==> src/rpcd_pkg.sv <==
`timescale 1ns / 1ps
// ----------------------------------------------------------------------------
// rpcd_pkg
// Constants, types and helpers shared by the deframer front, queue and back.
// ----------------------------------------------------------------------------
package rpcd_pkg;

    localparam int MAX_PAYLOAD_DATA = 30;
    // Pipe FIFO depth must be a power of two: pointers wrap by width
    localparam int PIPE_FIFO_DEPTH  = 32;
    localparam int PIPE_COUNT       = 6;

    localparam int PIPE_W      = 3;
    localparam int BYTE_W      = 8;
    localparam int ERR_W       = 16;
    localparam int LEVEL_W     = 6;
    localparam int CNT_W       = $clog2(MAX_PAYLOAD_DATA + 1);
    localparam int SIDX_W      = $clog2(MAX_PAYLOAD_DATA);
    localparam int PTR_W       = $clog2(PIPE_FIFO_DEPTH);
    localparam int FILL_W      = PTR_W + 1;
    localparam int STORE_DEPTH = PIPE_COUNT * PIPE_FIFO_DEPTH;
    localparam int STORE_AW    = $clog2(STORE_DEPTH);

    // Command queue between front and back, power of two deep
    localparam int CMDQ_DEPTH  = 2;
    localparam int CMDQ_AW     = $clog2(CMDQ_DEPTH);

    typedef enum logic [1:0] {
        PH_IDLE,
        PH_DATA,
        PH_CHECK
    } phase_t;

    typedef enum logic [1:0] {
        OP_NONE,
        OP_POP,
        OP_STAGE,
        OP_COMMIT
    } op_t;

    typedef enum logic [2:0] {
        BK_IDLE,
        BK_POP,
        BK_CM_RD,
        BK_CM_WR,
        BK_REPORT
    } back_state_t;

    // One classified word handed from front to back
    typedef struct packed {
        op_t                 op;
        logic [PIPE_W-1:0]   pipe;
        logic                pipe_vld;
        logic [SIDX_W-1:0]   idx;
        logic [BYTE_W-1:0]   data;
        logic [CNT_W-1:0]    len;
        logic [PIPE_W-1:0]   fp;
        logic                done;
        logic                ok;
        logic [ERR_W-1:0]    err;
    } cmd_t;

    function automatic logic pipe_valid(input logic [PIPE_W-1:0] p);
        return int'(p) < PIPE_COUNT;
    endfunction

    function automatic logic [STORE_AW-1:0] store_addr(input logic [PIPE_W-1:0] p,
                                                       input logic [PTR_W-1:0] ptr);
        return STORE_AW'(int'(p) * PIPE_FIFO_DEPTH + int'(ptr));
    endfunction

endpackage

==> src/rpcd_front.sv <==
`timescale 1ns / 1ps
// ----------------------------------------------------------------------------
// rpcd_front
// Accepts words, tracks payload framing and checksum, counts errors and
// turns each word into one command for the back end.
// ----------------------------------------------------------------------------
module rpcd_front
    import rpcd_pkg::*;
(
    input  logic                clk,
    input  logic                rst_n,
    input  logic                in_valid,
    output logic                in_ready,
    input  logic                in_func,
    input  logic [PIPE_W-1:0]   in_pipe,
    input  logic                in_first,
    input  logic [BYTE_W-1:0]   in_byte,
    input  logic                cmd_ready,
    output logic                cmd_push,
    output cmd_t                cmd_data
);

    phase_t              phase_reg, phase_next;
    logic [CNT_W-1:0]    exp_reg, exp_next;
    logic [CNT_W-1:0]    rcv_reg, rcv_next;
    logic [BYTE_W-1:0]   sum_reg, sum_next;
    logic [PIPE_W-1:0]   fpipe_reg, fpipe_next;
    logic [ERR_W-1:0]    err_reg, err_next;

    logic                acc;
    logic                in_pvld;
    logic                cnt_too_big;
    logic [CNT_W-1:0]    rcv_inc;

    assign in_ready    = cmd_ready;
    assign acc         = in_valid & cmd_ready;
    assign cmd_push    = acc;
    assign in_pvld     = pipe_valid(in_pipe);
    assign cnt_too_big = in_byte > BYTE_W'(MAX_PAYLOAD_DATA);
    assign rcv_inc     = rcv_reg + CNT_W'(1);

    // Next framing phase
    always_comb
    begin
        phase_next = phase_reg;
        if (acc && !in_func)
        begin
            if (in_first)
            begin
                phase_next = PH_IDLE;
                if (in_pvld && !cnt_too_big)
                begin
                    phase_next = (in_byte == '0) ? PH_CHECK : PH_DATA;
                end
            end
            else
            begin
                case (phase_reg)
                    PH_DATA:
                    begin
                        if (rcv_inc >= exp_reg)
                        begin
                            phase_next = PH_CHECK;
                        end
                    end
                    PH_CHECK: phase_next = PH_IDLE;
                    default:  phase_next = phase_reg;
                endcase
            end
        end
    end

    // Classify the word, update counts and sum, build the command
    always_comb
    begin
        exp_next   = exp_reg;
        rcv_next   = rcv_reg;
        sum_next   = sum_reg;
        fpipe_next = fpipe_reg;
        err_next   = err_reg;

        cmd_data          = '0;
        cmd_data.op       = OP_NONE;
        cmd_data.pipe     = in_pipe;
        cmd_data.pipe_vld = in_pvld;
        cmd_data.idx      = SIDX_W'(rcv_reg);
        cmd_data.data     = in_byte;
        cmd_data.len      = exp_reg;
        cmd_data.fp       = fpipe_reg;

        if (in_func)
        begin
            cmd_data.op = OP_POP;
        end
        else if (in_first)
        begin
            if (in_pvld)
            begin
                fpipe_next = in_pipe;
                if (cnt_too_big)
                begin
                    err_next      = err_reg + ERR_W'(1);
                    cmd_data.done = 1'b1;
                end
                else
                begin
                    exp_next = CNT_W'(in_byte);
                    rcv_next = '0;
                    sum_next = in_byte;
                end
            end
        end
        else
        begin
            case (phase_reg)
                PH_DATA:
                begin
                    cmd_data.op = OP_STAGE;
                    sum_next    = sum_reg + in_byte;
                    rcv_next    = rcv_inc;
                end
                PH_CHECK:
                begin
                    cmd_data.done = 1'b1;
                    if (in_byte == ~sum_reg)
                    begin
                        cmd_data.ok = 1'b1;
                        cmd_data.op = OP_COMMIT;
                    end
                    else
                    begin
                        err_next = err_reg + ERR_W'(1);
                    end
                end
                default: cmd_data.op = OP_NONE;
            endcase
        end
        cmd_data.err = err_next;
    end

    // Framing registers advance only on an accepted word
    always_ff @(posedge clk or negedge rst_n)
    begin
        if (!rst_n)
        begin
            phase_reg <= PH_IDLE;
            exp_reg   <= '0;
            rcv_reg   <= '0;
            sum_reg   <= '0;
            fpipe_reg <= '0;
            err_reg   <= '0;
        end
        else if (acc)
        begin
            phase_reg <= phase_next;
            exp_reg   <= exp_next;
            rcv_reg   <= rcv_next;
            sum_reg   <= sum_next;
            fpipe_reg <= fpipe_next;
            err_reg   <= err_next;
        end
    end

endmodule

==> src/rpcd_cmd_fifo.sv <==
`timescale 1ns / 1ps
// ----------------------------------------------------------------------------
// rpcd_cmd_fifo
// Short command queue that decouples the front from the back end.
// ----------------------------------------------------------------------------
module rpcd_cmd_fifo
    import rpcd_pkg::*;
(
    input  logic    clk,
    input  logic    rst_n,
    input  logic    wr_valid,
    output logic    wr_ready,
    input  cmd_t    wr_data,
    output logic    rd_valid,
    input  logic    rd_pop,
    output cmd_t    rd_data
);

    cmd_t                  entry_reg [CMDQ_DEPTH];
    logic [CMDQ_AW-1:0]    wr_ptr_reg;
    logic [CMDQ_AW-1:0]    rd_ptr_reg;
    logic [CMDQ_AW:0]      count_reg, count_next;
    logic                  do_wr;
    logic                  do_rd;

    assign wr_ready = count_reg != (CMDQ_AW + 1)'(CMDQ_DEPTH);
    assign rd_valid = count_reg != '0;
    assign rd_data  = entry_reg[rd_ptr_reg];
    assign do_wr    = wr_valid & wr_ready;
    assign do_rd    = rd_pop & rd_valid;

    always_comb
    begin
        count_next = count_reg;
        if (do_wr && !do_rd)
        begin
            count_next = count_reg + (CMDQ_AW + 1)'(1);
        end
        else if (do_rd && !do_wr)
        begin
            count_next = count_reg - (CMDQ_AW + 1)'(1);
        end
    end

    // Advance pointers and fill count
    always_ff @(posedge clk or negedge rst_n)
    begin
        if (!rst_n)
        begin
            wr_ptr_reg <= '0;
            rd_ptr_reg <= '0;
            count_reg  <= '0;
        end
        else
        begin
            count_reg <= count_next;
            if (do_wr)
            begin
                wr_ptr_reg <= wr_ptr_reg + CMDQ_AW'(1);
            end
            if (do_rd)
            begin
                rd_ptr_reg <= rd_ptr_reg + CMDQ_AW'(1);
            end
        end
    end

    // Hold queued commands
    always_ff @(posedge clk)
    begin
        if (do_wr)
        begin
            entry_reg[wr_ptr_reg] <= wr_data;
        end
    end

endmodule

==> src/rpcd_back.sv <==
`timescale 1ns / 1ps
// ----------------------------------------------------------------------------
// rpcd_back
// Executes commands: stages data bytes, commits a good payload into its pipe
// FIFO one byte at a time, serves pops and registers one result per command.
// ----------------------------------------------------------------------------
module rpcd_back
    import rpcd_pkg::*;
(
    input  logic                clk,
    input  logic                rst_n,
    input  logic                cmd_valid,
    input  cmd_t                cmd_data,
    output logic                cmd_pop,
    output logic                res_valid,
    input  logic                res_ready,
    output logic [BYTE_W-1:0]   read_data,
    output logic                read_valid,
    output logic [LEVEL_W-1:0]  pipe_level,
    output logic                payload_done,
    output logic                payload_ok,
    output logic [ERR_W-1:0]    error_count
);

    back_state_t           state_reg, state_next;
    cmd_t                  cmd_reg;
    logic [CNT_W-1:0]      cnt_reg;
    logic                  popped_reg;
    logic [BYTE_W-1:0]     rd_data_reg;
    logic [BYTE_W-1:0]     st_rd_reg;

    logic [PTR_W-1:0]      head_reg [PIPE_COUNT];
    logic [PTR_W-1:0]      tail_reg [PIPE_COUNT];
    logic [FILL_W-1:0]     fill_reg [PIPE_COUNT];

    logic [BYTE_W-1:0]     stage_mem [MAX_PAYLOAD_DATA];
    logic [BYTE_W-1:0]     store_mem [STORE_DEPTH];

    logic                  out_vld_reg;
    logic [BYTE_W-1:0]     out_data_reg;
    logic                  out_rvld_reg;
    logic [LEVEL_W-1:0]    out_level_reg;
    logic                  out_done_reg;
    logic                  out_ok_reg;
    logic [ERR_W-1:0]      out_err_reg;

    logic [PIPE_W-1:0]     sel_pipe;
    logic                  sel_ok;
    logic [FILL_W-1:0]     sel_fill;
    logic [PTR_W-1:0]      sel_head;
    logic [PTR_W-1:0]      sel_tail;
    logic                  can_pop;
    logic                  out_free;
    logic                  last_byte;
    logic                  rd_en;
    logic                  stage_we;
    logic                  push_we;
    logic                  load_out;

    // Pick the one pipe whose pointers are in use this cycle
    always_comb
    begin
        case (state_reg)
            BK_IDLE:            sel_pipe = cmd_data.pipe;
            BK_CM_RD, BK_CM_WR: sel_pipe = cmd_reg.fp;
            default:            sel_pipe = cmd_reg.pipe;
        endcase
    end

    assign sel_ok    = pipe_valid(sel_pipe);
    assign sel_fill  = sel_ok ? fill_reg[sel_pipe] : '0;
    assign sel_head  = sel_ok ? head_reg[sel_pipe] : '0;
    assign sel_tail  = sel_ok ? tail_reg[sel_pipe] : '0;
    assign can_pop   = cmd_data.pipe_vld && (sel_fill != '0);
    assign out_free  = !out_vld_reg || res_ready;
    assign last_byte = (cnt_reg + CNT_W'(1)) == cmd_reg.len;

    // Next state
    always_comb
    begin
        state_next = state_reg;
        case (state_reg)
            BK_IDLE:
            begin
                if (cmd_valid)
                begin
                    case (cmd_data.op)
                        OP_POP:    state_next = can_pop ? BK_POP : BK_REPORT;
                        OP_COMMIT: state_next = (cmd_data.len != '0) ? BK_CM_RD : BK_REPORT;
                        default:   state_next = BK_REPORT;
                    endcase
                end
            end
            BK_POP:    state_next = BK_REPORT;
            BK_CM_RD:  state_next = BK_CM_WR;
            BK_CM_WR:  state_next = last_byte ? BK_REPORT : BK_CM_RD;
            BK_REPORT: state_next = out_free ? BK_IDLE : BK_REPORT;
            default:   state_next = BK_IDLE;
        endcase
    end

    // State outputs
    always_comb
    begin
        cmd_pop  = 1'b0;
        rd_en    = 1'b0;
        stage_we = 1'b0;
        push_we  = 1'b0;
        load_out = 1'b0;
        case (state_reg)
            BK_IDLE:
            begin
                cmd_pop  = cmd_valid;
                rd_en    = cmd_valid && (cmd_data.op == OP_POP) && can_pop;
                stage_we = cmd_valid && (cmd_data.op == OP_STAGE);
            end
            BK_CM_WR:  push_we  = sel_fill < FILL_W'(PIPE_FIFO_DEPTH);
            BK_REPORT: load_out = out_free;
            default:   cmd_pop  = 1'b0;
        endcase
    end

    // Control registers and pipe pointers
    always_ff @(posedge clk or negedge rst_n)
    begin
        if (!rst_n)
        begin
            state_reg   <= BK_IDLE;
            out_vld_reg <= 1'b0;
            for (int i = 0; i < PIPE_COUNT; i++)
            begin
                head_reg[i] <= '0;
                tail_reg[i] <= '0;
                fill_reg[i] <= '0;
            end
        end
        else
        begin
            state_reg <= state_next;
            if (load_out)
            begin
                out_vld_reg <= 1'b1;
            end
            else if (res_ready)
            begin
                out_vld_reg <= 1'b0;
            end
            if (rd_en)
            begin
                head_reg[sel_pipe] <= sel_head + PTR_W'(1);
                fill_reg[sel_pipe] <= sel_fill - FILL_W'(1);
            end
            if (push_we)
            begin
                tail_reg[sel_pipe] <= sel_tail + PTR_W'(1);
                fill_reg[sel_pipe] <= sel_fill + FILL_W'(1);
            end
        end
    end

    // Command hold, commit counter and result register
    always_ff @(posedge clk)
    begin
        if (cmd_pop)
        begin
            cmd_reg    <= cmd_data;
            popped_reg <= rd_en;
            cnt_reg    <= '0;
        end
        else if (state_reg == BK_CM_WR)
        begin
            cnt_reg <= cnt_reg + CNT_W'(1);
        end
        if (load_out)
        begin
            out_data_reg  <= popped_reg ? rd_data_reg : '0;
            out_rvld_reg  <= popped_reg;
            out_level_reg <= cmd_reg.pipe_vld ? LEVEL_W'(sel_fill) : '0;
            out_done_reg  <= cmd_reg.done;
            out_ok_reg    <= cmd_reg.ok;
            out_err_reg   <= cmd_reg.err;
        end
    end

    // Staging buffer: written by data words, read during commit
    always_ff @(posedge clk)
    begin
        if (stage_we)
        begin
            stage_mem[cmd_data.idx] <= cmd_data.data;
        end
        if (state_reg == BK_CM_RD)
        begin
            st_rd_reg <= stage_mem[SIDX_W'(cnt_reg)];
        end
    end

    // Pipe store: commit writes at the tail, pops read at the head
    always_ff @(posedge clk)
    begin
        if (push_we)
        begin
            store_mem[store_addr(sel_pipe, sel_tail)] <= st_rd_reg;
        end
        if (rd_en)
        begin
            rd_data_reg <= store_mem[store_addr(sel_pipe, sel_head)];
        end
    end

    assign res_valid    = out_vld_reg;
    assign read_data    = out_data_reg;
    assign read_valid   = out_rvld_reg;
    assign pipe_level   = out_level_reg;
    assign payload_done = out_done_reg;
    assign payload_ok   = out_ok_reg;
    assign error_count  = out_err_reg;

endmodule

==> src/rx_payload_checksum_deframer_core.sv <==
`timescale 1ns / 1ps
// ----------------------------------------------------------------------------
// rx_payload_checksum_deframer_core
// Receive payload deframer with inverted-sum checksum and per-pipe FIFOs.
// ----------------------------------------------------------------------------
// Every input word yields exactly one result word. The front classifies each
// word in the cycle it is accepted and queues a command in a two-entry queue,
// so it takes one word per cycle while the queue has room. The back end sets
// the sustained rate. A data byte, a header, a non-payload word, or a pop of
// an empty or invalid pipe goes from idle straight to the report state. A pop
// that returns a byte passes through the pop state first. A checksum word that
// passes for a payload of N data bytes (N up to 30) alternates the commit read
// and write states per byte: each staged byte is read from the staging buffer
// and then written to the pipe store in the next cycle. A registered output
// stage lets the back start the next word while a result waits to be taken.
// ----------------------------------------------------------------------------
module rx_payload_checksum_deframer_core
    import rpcd_pkg::*;
(
    input  logic        clk,
    input  logic        rst_n,
    input  logic        s_tvalid,
    output logic        s_tready,
    input  logic [7:0]  s_tdata,   // [7:0] byte_in
    input  logic [4:0]  s_tuser,   // [0] func, [3:1] pipe, [4] first
    output logic        m_tvalid,
    input  logic        m_tready,
    output logic [31:0] m_tdata,   // [7:0] read_data, [13:8] pipe_level,
                                   // [29:14] error_count, [31:30] zero
    output logic [2:0]  m_tuser    // [0] read_valid, [1] payload_done, [2] payload_ok
);

    logic                  fq_push;
    logic                  fq_ready;
    cmd_t                  fq_data;
    logic                  qb_valid;
    logic                  qb_pop;
    cmd_t                  qb_data;

    logic [BYTE_W-1:0]     read_data;
    logic                  read_valid;
    logic [LEVEL_W-1:0]    pipe_level;
    logic                  payload_done;
    logic                  payload_ok;
    logic [ERR_W-1:0]      error_count;

    rpcd_front u_front (
        .clk       (clk),
        .rst_n     (rst_n),
        .in_valid  (s_tvalid),
        .in_ready  (s_tready),
        .in_func   (s_tuser[0]),
        .in_pipe   (s_tuser[3:1]),
        .in_first  (s_tuser[4]),
        .in_byte   (s_tdata),
        .cmd_ready (fq_ready),
        .cmd_push  (fq_push),
        .cmd_data  (fq_data)
    );

    rpcd_cmd_fifo u_cmd_fifo (
        .clk      (clk),
        .rst_n    (rst_n),
        .wr_valid (fq_push),
        .wr_ready (fq_ready),
        .wr_data  (fq_data),
        .rd_valid (qb_valid),
        .rd_pop   (qb_pop),
        .rd_data  (qb_data)
    );

    rpcd_back u_back (
        .clk          (clk),
        .rst_n        (rst_n),
        .cmd_valid    (qb_valid),
        .cmd_data     (qb_data),
        .cmd_pop      (qb_pop),
        .res_valid    (m_tvalid),
        .res_ready    (m_tready),
        .read_data    (read_data),
        .read_valid   (read_valid),
        .pipe_level   (pipe_level),
        .payload_done (payload_done),
        .payload_ok   (payload_ok),
        .error_count  (error_count)
    );

    // Pack the result word
    assign m_tdata = {2'b00, error_count, pipe_level, read_data};
    assign m_tuser = {payload_ok, payload_done, read_valid};

endmodule

==> config.mk <==
export PLATFORM = sky130hd
export DESIGN_NAME = rx_payload_checksum_deframer_core
export DESIGN_NICKNAME = d
export VERILOG_FILES = /design/src/rpcd_pkg.sv /design/src/rpcd_front.sv /design/src/rpcd_cmd_fifo.sv /design/src/rpcd_back.sv /design/src/rx_payload_checksum_deframer_core.sv
export SDC_FILE = /design/constraint.sdc
export NUM_CORES = 2
export LEC_CHECK = 0
export ABC_AREA = 0
export BUFFER_PORTS_ARGS = -buffer_cell sky130_fd_sc_hd__buf_2
export CORE_MARGIN = 5
export CORE_UTILIZATION = 30
export DETAILED_ROUTE_END_ITERATION = 6
export PLACE_DENSITY = 0.49
export SYNTH_ARGS = -nofsm -noshare
export SYNTH_HDL_FRONTEND = slang
export SYNTH_SLANG_ARGS = --single-unit
==> constraint.sdc <==
create_clock -name clk -period 10.07 [get_ports clk]
set_clock_uncertainty 0.2 [all_clocks]
set_input_delay 2.014 -clock clk [delete_from_list [all_inputs] [get_ports clk]]
set_output_delay 2.014 -clock clk [all_outputs]
set_load 0.03 [all_outputs]
==> results.cfg <==
[status]
status = finished with violations
failed_checks = max-capacitance violations, max-slew violations

[worst_setup_path]
end_kind = flip-flop
start_kind = flip-flop
crit_top_cell = buf_4
crit_chain = buf_4, mux2_2, o22a_4, and2_2, buf_4, mux4_2, a2bb2oi_4, buf_4, nand4_1, a21oi_1, nor3_1, nand2_1, a31oi_1, a2111oi_0, or4b_1
arrival_ns = 7.75
path_max_fanout = 59
max_stage_delay_ns = 1.35
cp.required_ns = 10.63
cp_slowest_cell = a2111oi_0
critPathKind = reg -> reg

[placement]
place_hpwl_mm = 161
gp_routability_congestion = 0.834
numPortBuffers = 51

[finish]
syn_to_final_growth_pct = 13.4
final_util = 0.342
n_fill_cell = 27400
final_common_cell = edfxtp_1
largest_reg_flops = 1536
layout.cells.most_common_list = edfxtp_1, nand2_1, nand3_1
drive_above_1_share = 0.114
multi_input_area_mm2 = 0.0214
regArea_mm2 = 0.0621
final_net_count = 6265

[route]
drt_first_pass_iters = 6
wl_per_cell_um = 26.3
drt_wl_total_mm = 267
ant_nets = 0
drc = 0
first_iter_violations = 6118
via_per_inst = 5.20
vias = 52800

[clock_tree]
clockRootBuffer = clkbuf_16
numCtsBuffers = 215
ctsHoldBuffers = 0
cts_max_level = 4
cts_resized = 0
clk_pin_slew_worst_paths_ns = 0.06
insertion_delay_ns = 0.89
cts_setup_buffers = 0
cts.sinks = 2094
cts_tree = done
cts_buffer_depth = 3

[grt]
grt_pass1_wl_mm = 380
grt_max_degree = 193
grt_pass1_vias = 50600
overflow = 0
track_usage = 0.176
antenna_found_initial = 7

[floorplan]
io_pins = 54
die_h_um = 543
core_mm2 = 0.283
initial_core_util = 0.302
die-area_mm2 = 0.295
rows = 195
die_w_um = 543

[sta]
setup_viol = 0
worst_pin_slew_ns = 1.52
setup_tns_ns = 0
min_period_ns = 7.20
rsz0062_at_grt = no
hold_viol = 0
drv_slew = 2
slew_headroom = -0.0426
finalCritPeriodShare = 0.715
clock.fmax_mhz = 139

[synthesis]
synth_ff_type = edfxtp_1
ys_async_sr_fraction = 0.0683
ys_seq_area_frac = 0.729
netlist_instances = 6191
ys_types = 98
ys_warn_count = 0
syn-mean-instance-area_um2 = 13.8
syn-cell-area_mm2 = 0.0852
ys_seq_elements = 2094
synth-edff-count = 1946

[power]
vdd_drop_max_uv = 394
leakagePower_nw = 32.3
powerDensity_mw_per_mm2 = 352

[run]
cap_violations = 2

[worst_hold_path]
hold_path.class = reg -> reg
-- critical path: cells and delay by family (launching register included) --
family | cells | cell delay [ns]
multiplexers | 2 | 0.99
buffers and inverters | 3 | 1.74
AO/OA/AOI/OAI | 5 | 2.46
flip-flops | 1 | 0.36
AND/OR/NAND/NOR | 5 | 1.22
-- per-stage QoR --
step           instance area [µm²]  setup WS (ns)  instances  hold WS (ns)  power, mW
2_1_floorplan                85300           5.32       6192         0.200       20.2
3_3_place_gp                 89800           3.16       9745         0.205       26.2
3_5_place_dp                 89800           3.08       9747         0.205       26.3
4_1_cts                      96600           3.05      10200         0.158       34.1
5_1_grt                      96600           2.77      10200         0.182       35.4
6_report                     96600           2.87      10200         0.169       34.0
-- kinds of logic after synthesis --
logic type,share of synthesized area
compound gates,0.0546
simple gates,0.129
xor+xnor,0.00668
buf+inv,0.0221
fa+ha+maj,0.00405
flops,0.729
mux,0.0547
other cells,0.0000440
-- worst paths after layout --
path / from / to / slack [ns] / depth (start not counted)
min in group asynchronous: rst_n / u_front.exp_reg[1]$_DFFE_PN0P_ / 1.05 / 1
max reg2reg: u_cmd_fifo.rd_ptr_reg$_DFFE_PN0P_ / u_back.rd_data_reg[5]$_DFFE_PN_ / 2.87 / 15
max: u_cmd_fifo.rd_ptr_reg$_DFFE_PN0P_ / u_back.rd_data_reg[5]$_DFFE_PN_ / 2.87 / 15
max in group asynchronous: rst_n / u_back.fill_reg[18]$_DFF_PN0_ / 7.26 / 2
min: u_back.cmd_reg[13]$_DFFE_PP_ / u_back.error_count[13]$_DFFE_PP_ / 0.17 / 0
min reg2reg: u_back.cmd_reg[13]$_DFFE_PP_ / u_back.error_count[13]$_DFFE_PP_ / 0.17 / 0
-- per-layer routing --
layer	share of wire	track usage	up-vias	wire (µm)
met4	0.030	0.0523	0	7910
li1	-	-	23100	-
met2	0.46	0.280	2132	124000
met5	0	0	-	0
met3	0.070	0.0258	395	18700
met1	0.44	0.251	27200	117000
-- area by class of cell --
class / count / area share
sequential: 2094 / 0.643
multi-input combinational: 3690 / 0.222
clock buffer: 272 / 0.0579
tap: 3743 / 0.0485
timing repair buffer: 181 / 0.0144
clock inverter: 131 / 0.0130
inverter: 39 / 0.00167
antenna: 4 / 0.000104
-- cell usage after synthesis, types with 22 or more instances --
| master | instances | area share |
|---|---|---|
| a211oi_1 | 44 | 0.0039 |
| a21oi_1 | 138 | 0.0081 |
| a22oi_1 | 26 | 0.0023 |
| a31oi_1 | 99 | 0.0073 |
| a32oi_1 | 33 | 0.0034 |
| and2_1 | 29 | 0.0021 |
| and3_1 | 97 | 0.0071 |
| buf_1 | 22 | 0.00097 |
| buf_2 | 175 | 0.010 |
| buf_4 | 28 | 0.0025 |
| clkbuf_1 | 140 | 0.0062 |
| dfrtp_1 | 143 | 0.042 |
| edfxtp_1 | 1946 | 0.69 |
| ha_1 | 26 | 0.0038 |
| inv_1 | 37 | 0.0016 |
| mux2_2 | 115 | 0.015 |
| mux2i_1 | 168 | 0.020 |
| mux4_2 | 75 | 0.020 |
| nand2_1 | 1398 | 0.062 |
| nand3_1 | 541 | 0.032 |
| nand4_1 | 33 | 0.0024 |
| nor2_1 | 335 | 0.015 |
| nor3_1 | 40 | 0.0023 |
| o21ai_0 | 111 | 0.0065 |
| o22ai_1 | 36 | 0.0026 |
| xnor2_1 | 37 | 0.0038 |
| xor2_1 | 28 | 0.0029 |
-- where the power goes --
part	switching, mW	internal, mW	leakage, nW	total (mW)
clock	3.49	4.31	3.33	7.80
combinational	11.1	3.69	9.47	14.8
sequential	0.297	11.1	19.5	11.4
Power figures use the tool's default switching activity.
